`src/rtl/bpm_pkg.sv`:
```
// Shared types, constants and mix functions for the bilinear RGBA pixel mix.
// Used by every module of the block; depends on nothing.
`default_nettype none
package bpm_pkg;

  // Fraction format of the mix ratios
  localparam int unsigned FRAC_BITS = 16;
  localparam logic [15:0] FRAC_MASK = 16'((64'd1 << FRAC_BITS) - 64'd1);

  localparam logic [7:0] ALPHA_CLEAR  = 8'h00;
  localparam logic [7:0] ALPHA_OPAQUE = 8'hFF;

  // Pipelined divider: quotient bits resolved per stage and stage count
  localparam int unsigned DIV_STEP   = 2;
  localparam int unsigned DIV_STAGES = 9;
  localparam int unsigned DIV_NUM_W  = DIV_STEP * DIV_STAGES;

  // Queue between front and back
  localparam int unsigned FIFO_DEPTH = 2;

  typedef enum logic [1:0] {
    CLS_CLEAR  = 2'd0,
    CLS_OPAQUE = 2'd1,
    CLS_BLEND  = 2'd2
  } cls_e;

  // Item handed from the front to the back
  typedef struct packed {
    logic [3:0][31:0] pix;
    logic [15:0]      rx;
    logic [15:0]      ry;
    logic [7:0]       a0;
    logic [7:0]       a1;
    logic [7:0]       fa;
    cls_e             cls;
  } front_item_t;

  // floor((b - a) * r / 2^FRAC_BITS) + a, modulo 256
  function automatic logic [7:0] mix_plain(input logic [7:0] a, input logic [7:0] b,
                                           input logic [15:0] r);
    logic signed [8:0]  d;
    logic signed [25:0] p;
    logic signed [25:0] s;
    d = $signed({1'b0, b}) - $signed({1'b0, a});
    p = d * $signed({1'b0, r});
    s = p >>> FRAC_BITS;
    return s[7:0] + a;
  endfunction

  // floor(diff * rr / 2^FRAC_BITS) + q, modulo 256
  function automatic logic [7:0] mix_finish(input logic signed [16:0] diff,
                                            input logic [15:0] rr, input logic [15:0] q);
    logic signed [33:0] p;
    logic signed [33:0] s;
    p = diff * $signed({1'b0, rr});
    s = p >>> FRAC_BITS;
    return s[7:0] + q[7:0];
  endfunction

endpackage
`default_nettype wire

```
`src/rtl/bpm_front.sv`:
```
// Front of the pixel mix: accepts items, mixes alpha and classifies each item.
// Depends on bpm_pkg for the item type and the plain mix function.
`default_nettype none
module bpm_front (
  input  wire logic            clk_i,
  input  wire logic            rst_ni,
  input  wire logic            in_valid_i,
  output logic                 in_ready_o,
  input  wire logic [31:0]     pix_self_i,
  input  wire logic [31:0]     pix_right_i,
  input  wire logic [31:0]     pix_below_i,
  input  wire logic [31:0]     pix_below_right_i,
  input  wire logic [15:0]     frac_x_i,
  input  wire logic [15:0]     frac_y_i,
  output logic                 push_o,
  output bpm_pkg::front_item_t item_o,
  input  wire logic            full_i
);

  logic                 en;
  logic                 s1_valid_q, s2_valid_q;
  bpm_pkg::front_item_t s1_q, s1_d, s2_q, s2_d;

  // Advance the whole front unless its last stage waits on a full queue
  assign en         = !s2_valid_q || !full_i;
  assign in_ready_o = en;
  assign push_o     = s2_valid_q && !full_i;
  assign item_o     = s2_q;

  // Stage one: mix alpha along the top and bottom rows
  always_comb begin
    s1_d     = '0;
    s1_d.pix = {pix_below_right_i, pix_below_i, pix_right_i, pix_self_i};
    s1_d.rx  = frac_x_i & bpm_pkg::FRAC_MASK;
    s1_d.ry  = frac_y_i & bpm_pkg::FRAC_MASK;
    s1_d.a0  = bpm_pkg::mix_plain(pix_self_i[31:24], pix_right_i[31:24], s1_d.rx);
    s1_d.a1  = bpm_pkg::mix_plain(pix_below_i[31:24], pix_below_right_i[31:24], s1_d.rx);
    s1_d.cls = bpm_pkg::CLS_CLEAR;
  end

  // Stage two: mix alpha vertically and classify
  always_comb begin
    s2_d    = s1_q;
    s2_d.fa = bpm_pkg::mix_plain(s1_q.a0, s1_q.a1, s1_q.ry);
    if (s2_d.fa == bpm_pkg::ALPHA_CLEAR) begin
      s2_d.cls = bpm_pkg::CLS_CLEAR;
    end else if (s2_d.fa == bpm_pkg::ALPHA_OPAQUE) begin
      s2_d.cls = bpm_pkg::CLS_OPAQUE;
    end else begin
      s2_d.cls = bpm_pkg::CLS_BLEND;
    end
  end

  always_ff @(posedge clk_i or negedge rst_ni) begin
    if (!rst_ni) begin
      s1_valid_q <= 1'b0;
      s2_valid_q <= 1'b0;
    end else if (en) begin
      s1_valid_q <= in_valid_i;
      s2_valid_q <= s1_valid_q;
    end
  end

  always_ff @(posedge clk_i) begin
    if (en) begin
      s1_q <= s1_d;
      s2_q <= s2_d;
    end
  end

endmodule
`default_nettype wire

```
`config.mk`:
```
export PLATFORM = sky130hd
export DESIGN_NAME = bpm_front
export DESIGN_NICKNAME = d
export VERILOG_FILES = /design/src/rtl/bpm_pkg.sv /design/src/rtl/bpm_front.sv
export SDC_FILE = /design/constraint.sdc
export NUM_CORES = 1
export LEC_CHECK = 0
export BUFFER_PORTS_ARGS = -buffer_cell sky130_fd_sc_hd__buf_2
export CAP_MARGIN = 30
export CORE_ASPECT_RATIO = 0.7
export CORE_MARGIN = 2
export CORE_UTILIZATION = 30
export DETAILED_ROUTE_END_ITERATION = 10
export GPL_ROUTABILITY_DRIVEN = 1
export PLACE_DENSITY = 0.55
export SYNTH_ARGS = -nofsm -noshare
export SYNTH_HDL_FRONTEND = slang
export SYNTH_SLANG_ARGS = --single-unit
export TNS_END_PERCENT = 30
```
`constraint.sdc`:
```
create_clock -name clk_i -period 56.5 [get_ports clk_i]
set_clock_uncertainty 0.2 [all_clocks]
set_input_delay 16.95 -clock clk_i [delete_from_list [all_inputs] [get_ports clk_i]]
set_output_delay 16.95 -clock clk_i [all_outputs]
set_load 0.05 [all_outputs]
```
==> results.toml <==
[flow_run]
maxCapViolations = 0

[hold_path]
worstHoldPathType = "flop to flop"
hp-start = "s1_q[181]"
hold_depth = 0
holdPathEnd = "item_o[181]"

[route]
drt-total-wl_microns = 60800
avgViaCountPerCell = 4.40
dr.pass1.iters = 7
drc_errors = 0
via_count = 15900
wl_per_cell_microns = 16.8
drtAntennaViolNets = 0
drtIter0Drc = 911

[sta]
setup_violations = 0
rsz0062_at_grt = "false"
worst_pin_slew_ps = 1070
fin_tns_setup_ps = 0
finalCritPeriodShare = 0.618
timing.final.hold_violations = 0
period_minus_slack_ps = 34920
fmax_mhz = 28.6
max_slew_margin = 0.284
maxSlewViolCount = 0

[synthesis]
ys_warn_count = 0
synth_seq_cells = 364
synth_top_area_share = 0.418
syn_area_sq_um = 26000
synth_top_cells_by_count = "362 x edfxtp_1, 339 x inv_1, 300 x fa_1, 211 x ha_1, 183 x nand2_1"
syn_inst = 2096
synth_enable_flop_cells = 362
syn_nets = 2771
synth_seq_area_share = 0.420
synth_area_leader_cell = "edfxtp_1"
syn_avg_cell_area_sq_um = 12.4
yosysMostFrequentCell = "edfxtp_1"
synthArstFlopShare = 0.00549
yosysUniqueCellTypes = 50
ys.flop_type = "edfxtp_1"
ys_top_cells_by_area = "edfxtp_1 42%, fa_1 23%, ha_1 10%"

[global_route]
grt_pass1_wl_microns = 96400
grt_busiest_layer = "met2"
grtUsageMet1 = 0.192
use_met2 = 0.221
antenna_found_initial = 7
grt_max_degree = 202
grt.met3_usage = 0.0292
grt_pass1_vias = 17100
grt_usage = 0.138
grt_overflow_total = 0

[clock_network]
cts_resized = 0
cts_tree = "built"
htree_levels = 2
cts_sinks = 364
cts_buffer_depth = 3
cts-root-buf = "clkbuf_16"
postCtsSetupRepairBufs = 0
hold_buffers = 0
cts_buffers = 40
clk_pin_slew_ps = 60
clk_latency_ps = 590

[setup_path]
crit_type = "input port to primary output"
regToRegEndpoint = "item_o[1]"
startpoint_type = "input port"
worstPathArrival_ps = 17770
rrSetupSlack_ps = 47080
r2r_cells = 36
critPathMaxFanout = 23
crit_path_start = "full_i"
rr_startpoint = "s1_q[19]"
cp-end-kind = "primary output"
cp.required_ps = 39350

[die]
dieArea_sq_um = 89100
core_area_sq_um = 86000
rows = 90
fp.dieW_microns = 356
start_util = 0.302
boundaryPins = 352
die_h_microns = 250

[placement]
gp_congestion = 0.808
dp_hpwl_microns = 46600
io_buffers = 351

[finish]
drive_gt1_frac = 0.194
area_delta_synth_final_pct = 17.0
fin_util = 0.353
final_nets = 3117

[status]
status = "completed"
[stage by stage]
| stage | instance area, sq um | std cells | hold WS, ps | setup WS [ps] |
|---|---|---|---|---|
| 6_report | 30400 | 3621 | 215 | 21580 |
| 5_1_grt | 30400 | 3620 | 222 | 21530 |
| 4_1_cts | 30400 | 3618 | 217 | 21550 |
| 3_5_place_dp | 29100 | 3548 | 205 | 21560 |
| 3_3_place_gp | 29100 | 3545 | 200 | 21560 |
| 2_1_floorplan | 26000 | 2096 | 200 | 14460 |
[layer usage]
metal	vias to the layer above	part of all wire
met1	7952	0.46
met5	-	0.00081
met3	75	0.065
li1	7455	-
met4	8	0.018
met2	430	0.45
[cell usage in the layout, fill, tap and decap left out, types with 3 or more instances in the layout]
cell	n
edfxtp_1	362
buf_2	351
inv_1	339
fa_1	300
ha_1	211
nand2_1	182
and2_1	154
nand2b_1	132
nor2_1	58
xnor2_1	46
clkbuf_16	40
a21oi_1	33
mux2i_1	26
mux2_2	24
buf_4	22
o21ai_0	20
a21o_1	18
xor2_1	18
nor3_1	17
nor2b_1	10
o21a_1	8
or2_2	7
clkbuf_1	7
a21oi_2	6
clkinv_1	6
a21boi_0	4
nand3_1	4
clkinv_2	4
inv_6	4
nand4_1	3
or3_1	3
o2111ai_1	3
o211ai_1	3
o21bai_1	3
clkinv_4	3
[flip-flops by register name (all words and copies together) (netlist names)]
register    cells
item_o        186
s1_q          176
s1_valid_q      1
s2_valid_q      1
[how the worst max path moves through the flow]
stage                      end  slack (ps)
finish              in_ready_o       21580
global route        in_ready_o       21530
CTS                 in_ready_o       21550
detailed placement  in_ready_o       21560
global placement    in_ready_o       21560
floorplan           in_ready_o       14460
[cell families after synthesis]
logic type	share of synthesized area
fa+ha+maj	0.332
buf+inv	0.0596
flops	0.420
simple gates	0.116
mux	0.0204
xor+xnor	0.0222
compound gates	0.0295
[critical path: stages]
cell	delay (ps)
buf_2	120
nand2_4	290
buf_2	390
[area by class of cell]
| class | instances | area (sq um) |
|---|---|---|
| Timing Repair Buffer | 376 | 1980 |
| Clock inverter | 23 | 206 |
| Tap cell | 1150 | 1440 |
| Sequential cell | 364 | 10900 |
| Clock buffer | 47 | 1030 |
| Multi-Input combinational cell | 1321 | 13600 |
| Inverter | 339 | 1270 |
| Antenna cell | 1 | 2.50 |
| Fill cell | 8565 | 55600 |
Power is left out: the tool's default activity adds up to more than one toggle a clock period on the data nets, which glitch-free logic cannot reach.
