File: src/rtl/bpm_pkg.sv
// Shared types, constants and mix functions for the bilinear RGBA pixel mix.
// Used by every module of the block; depends on nothing.
`default_nettype none
package bpm_pkg;

  // Fraction format of the mix ratios
  localparam int unsigned FRAC_BITS = 16;
  localparam logic [15:0] FRAC_MASK = 16'((64'd1 << FRAC_BITS) - 64'd1);

  localparam logic [7:0] ALPHA_CLEAR  = 8'h00;
  localparam logic [7:0] ALPHA_OPAQUE = 8'hFF;

  // Pipelined divider: quotient bits resolved per stage and stage count
  localparam int unsigned DIV_STEP   = 2;
  localparam int unsigned DIV_STAGES = 9;
  localparam int unsigned DIV_NUM_W  = DIV_STEP * DIV_STAGES;

  // Queue between front and back
  localparam int unsigned FIFO_DEPTH = 2;

  typedef enum logic [1:0] {
    CLS_CLEAR  = 2'd0,
    CLS_OPAQUE = 2'd1,
    CLS_BLEND  = 2'd2
  } cls_e;

  // Item handed from the front to the back
  typedef struct packed {
    logic [3:0][31:0] pix;
    logic [15:0]      rx;
    logic [15:0]      ry;
    logic [7:0]       a0;
    logic [7:0]       a1;
    logic [7:0]       fa;
    cls_e             cls;
  } front_item_t;

  // floor((b - a) * r / 2^FRAC_BITS) + a, modulo 256
  function automatic logic [7:0] mix_plain(input logic [7:0] a, input logic [7:0] b,
                                           input logic [15:0] r);
    logic signed [8:0]  d;
    logic signed [25:0] p;
    logic signed [25:0] s;
    d = $signed({1'b0, b}) - $signed({1'b0, a});
    p = d * $signed({1'b0, r});
    s = p >>> FRAC_BITS;
    return s[7:0] + a;
  endfunction

  // floor(diff * rr / 2^FRAC_BITS) + q, modulo 256
  function automatic logic [7:0] mix_finish(input logic signed [16:0] diff,
                                            input logic [15:0] rr, input logic [15:0] q);
    logic signed [33:0] p;
    logic signed [33:0] s;
    p = diff * $signed({1'b0, rr});
    s = p >>> FRAC_BITS;
    return s[7:0] + q[7:0];
  endfunction

endpackage
`default_nettype wire

File: src/rtl/bpm_fifo.sv
// Short queue of front items between the front and the back of the pixel mix.
// Depends on bpm_pkg for the item type and depth.
`default_nettype none
module bpm_fifo (
  input  wire logic                 clk_i,
  input  wire logic                 rst_ni,
  input  wire logic                 push_i,
  input  wire bpm_pkg::front_item_t item_i,
  output logic                      full_o,
  input  wire logic                 pop_i,
  output logic                      valid_o,
  output bpm_pkg::front_item_t      item_o
);

  localparam int unsigned PtrW = (bpm_pkg::FIFO_DEPTH > 1) ? $clog2(bpm_pkg::FIFO_DEPTH) : 1;
  localparam int unsigned CntW = $clog2(bpm_pkg::FIFO_DEPTH + 1);

  bpm_pkg::front_item_t mem_q [bpm_pkg::FIFO_DEPTH];
  logic [PtrW-1:0] wr_ptr_q, wr_ptr_d, rd_ptr_q, rd_ptr_d;
  logic [CntW-1:0] cnt_q, cnt_d;
  logic            do_push, do_pop;

  assign full_o  = (cnt_q == CntW'(bpm_pkg::FIFO_DEPTH));
  assign valid_o = (cnt_q != '0);
  assign item_o  = mem_q[rd_ptr_q];
  assign do_push = push_i && !full_o;
  assign do_pop  = pop_i && valid_o;

  // Advance pointers with wrap at the depth
  always_comb begin
    wr_ptr_d = wr_ptr_q;
    rd_ptr_d = rd_ptr_q;
    cnt_d    = cnt_q;
    if (do_push) begin
      wr_ptr_d = (wr_ptr_q == PtrW'(bpm_pkg::FIFO_DEPTH - 1)) ? '0 : wr_ptr_q + 1'b1;
    end
    if (do_pop) begin
      rd_ptr_d = (rd_ptr_q == PtrW'(bpm_pkg::FIFO_DEPTH - 1)) ? '0 : rd_ptr_q + 1'b1;
    end
    if (do_push && !do_pop) begin
      cnt_d = cnt_q + 1'b1;
    end else if (!do_push && do_pop) begin
      cnt_d = cnt_q - 1'b1;
    end
  end

  always_ff @(posedge clk_i or negedge rst_ni) begin
    if (!rst_ni) begin
      wr_ptr_q <= '0;
      rd_ptr_q <= '0;
      cnt_q    <= '0;
    end else begin
      wr_ptr_q <= wr_ptr_d;
      rd_ptr_q <= rd_ptr_d;
      cnt_q    <= cnt_d;
    end
  end

  // Store the pushed item
  always_ff @(posedge clk_i) begin
    if (do_push) begin
      mem_q[wr_ptr_q] <= item_i;
    end
  end

endmodule
`default_nettype wire

File: config.mk
export PLATFORM = sky130hd
export DESIGN_NAME = bpm_fifo
export DESIGN_NICKNAME = d
export VERILOG_FILES = /design/src/rtl/bpm_pkg.sv /design/src/rtl/bpm_fifo.sv
export SDC_FILE = /design/constraint.sdc
export NUM_CORES = 1
export LEC_CHECK = 0
export BUFFER_PORTS_ARGS = -buffer_cell sky130_fd_sc_hd__buf_2
export CAP_MARGIN = 5
export CORE_MARGIN = 2
export CORE_UTILIZATION = 56
export CTS_BUF_LIST = sky130_fd_sc_hd__clkbuf_16
export DETAILED_ROUTE_END_ITERATION = 6
export HOLD_SLACK_MARGIN = 0.03
export PLACE_DENSITY_LB_ADDON = 0.3
export SYNTH_ARGS = -nofsm -noshare
export SYNTH_HDL_FRONTEND = slang
export SYNTH_SLANG_ARGS = --single-unit
File: constraint.sdc
create_clock -name clk_i -period 28.8 [get_ports clk_i]
set_input_delay 2.88 -clock clk_i [delete_from_list [all_inputs] [get_ports clk_i]]
set_output_delay 2.88 -clock clk_i [all_outputs]
set_load 0.03 [all_outputs]
==> results.md <==
* Post-Syn Nets at 789
* Overall power at 2.01 mW
* Leakage power at 6.98 nW
* Yosys reg bits at 376
* Antenna Violating Nets Remaining at 0
* Post-synthesis cell area at 0.0142 mm^2
* Vias post-DR at 7017
* CP Launch Type: flip-flop
* Max Clock Skew at 9.88 ps
* H-tree depth at 2
* Mapped Cells at 598
* Clk sinks at 376
* Post-place setup slack at 23300 ps
* Cts repair resizes at 0
* Routability cong. at 0.778
* Site Rows at 58
* Height of the die at 163 um
* Average cell area after synthesis at 23.7 um^2
* Setup crit end kind: output port
* DRC Markers at 0
* Top-area cell type share of the netlist area at 78.9%
* Commonest non-fill, non-tap cells in the layout: buf_2 (377), edfxtp_1 (372), mux2_4 (130)
* Port buffer count at 377
* Final period util at 21.1%
* Worst hold path class: reg -> reg
* Final #Nets at 1192
* Required @ worst endpoint at 25920 ps
* Final WS setup at 22730 ps
* DRT Wirelength at 27.1 mm
* WL per Instance at 19.9 um
* Outcome: completed
* Area Overhead vs Synth at 24.0%
* Final hold vios at 0
* Vias per Instance at 5.14
* GRT Total Usage at 19.5%
* Layout cells sized above 1 at 60.8%
* Ranking of synthesized cells by area: edfxtp_1 (79%), mux2_4 (14%), mux2_2 (4.5%)
* Kind of critical path: reg -> out
* YS warnings at 0
* Post-DP HPWL at 17.6 mm
* DP Area at 0.0163 mm^2
* VDD IR-drop max at 85.1 uV
* Pin count of the biggest net entering global routing at 133
* # Max-Cap Violations at 0
* Die X at 163 um
* Post-CTS Hold Fix Bufs at 0
* Clk slew on worst S/H paths at 60 ps
* Clk root buf: clkbuf_16
* Final setup viols at 0
* Final min period at 6070 ps
* Simple-gate portion of the synthesized area at 0.239%
* Seq/Total Area, Yosys at 79.6%
* Multiplexer share of the synthesized area at 18.2%
* Distinct cells, synth at 15
* Initial DRT Pass Iterations at 6
* Top-Level Pins at 378
* Synth Area in Adders at 0.0884%
* Yosys top cell by area: edfxtp_1
* CTS tree: built
* Clk buf depth at 3
* Core Footprint at 0.0250 mm^2
* Compound-Gate Fraction of Synth Area at 0%
* First-pass GRT wire length at 39.1 mm
* FMAX at 165 MHz
* Critical-path maximum fanout at 132
* Finished layout cell area at 0.0176 mm^2
* Setup_tns at 0 ps
* Main combinational cell family by area after synthesis: multiplexers
* Buffers inserted by post-CTS timing repair at 0
* Clk Latency, worst-skew pair at 510 ps
* Die Area at 0.0266 mm^2
* Initial core utilization at 56.7%
* Num CTS Buffers at 39
* Crit path DAT at 3190 ps
* RSZ-0062 raised after global routing: false
* Antenna violations before repair at 11
* Commonest non-fill, non-tap cell in the layout: buf_2
* Total gr overflow at 0
* Vias in the first global route at 7184
* Slew Limit Fails at 0
* Power Density at 114 mW/mm^2
* Drt initial violations at 486
* Slew margin rel. at 31.1%
* Worst-Margin Slew at 1030 ps
* Xor/xnor share of the synthesized area at 0.309%
through the flow:
stage                     instances  utilization [%]  hold WS (ps)
after floorplan                 598                -           456
after detailed placement       1290             65.4           495
after CTS                      1356             70.2           513
after global routing           1362             70.3           536
after global placement         1290             65.4           482
final                          1364             70.3           513
state kept, by name, summed over array words and instances (netlist names):
register / count
mem_q: 372
cnt_q: 2
rd_ptr_q: 1
wr_ptr_q: 1
synthesized netlist by cell type:
cell and instances:
xor2_1 2, nor2_1 2, mux2_4 130, nand2b_1 1, and3_1 1, mux2_2 56
xnor2_1 3, nand2_1 2, ha_1 1, buf_2 5, buf_6 16, dfrtp_1 4
or2_2 1, inv_1 2, edfxtp_1 372
worst max-delay path, cell delays in order, from the launching register on:
cell,delay [ps]
dfrtp_4,1090
buf_12,680
mux2_2,440
buf_2,190
worst paths after layout:
kind / start / endpoint / depth (start not counted) / slack [ps]
hold / removal: cnt_q[1] / cnt_q[1] / 1 / 510
hold reg to reg: cnt_q[1] / cnt_q[1] / 1 / 510
max in group asynchronous: rst_ni / rd_ptr_q / 1 / 26480
min in group asynchronous: rst_ni / cnt_q[0] / 1 / 2180
setup reg to reg: cnt_q[0] / mem_q[0][128] / 5 / 25690
setup / recovery: rd_ptr_q / item_o[182] / 3 / 22730
logic make-up (layout without fill, tap and decap cells):
| group | count (synthesis) | count (layout) |
|---|---|---|
| buffers and inverters | 23 | 451 |
| multiplexers | 186 | 186 |
| other | 0 | 8 |
| XOR/XNOR | 5 | 5 |
| adder cells (fa/ha/maj) | 1 | 1 |
| flip-flops | 376 | 376 |
| AND/OR/NAND/NOR | 7 | 7 |
per-layer routing:
metal	vias to the layer above	wire length, um	track usage, %
met5	-	24	0
met4	4	1000	9.25
met3	66	2180	6.06
met2	292	13900	33.6
met1	3451	9970	22.4
li1	3204	-	-
power by group:
group | switching [mW] | internal, mW | total, mW | leakage (nW)
combinational | 0.456 | 0.277 | 0.733 | 2.86
sequential | 0.0499 | 0.750 | 0.799 | 3.50
clock | 0.191 | 0.282 | 0.473 | 0.621
layout make-up:
| type | instances | area [um^2] |
|---|---|---|
| flip-flops and latches | 376 | 11300 |
| fillers | 1615 | 7410 |
| multi-input cells | 199 | 2690 |
| repair buffers | 383 | 1940 |
| clock buffers | 41 | 1030 |
| well taps | 330 | 413 |
| clock inverters | 25 | 186 |
| diodes | 8 | 20.0 |
| inverters | 2 | 7.51 |
(Power assumes the default switching activity.)
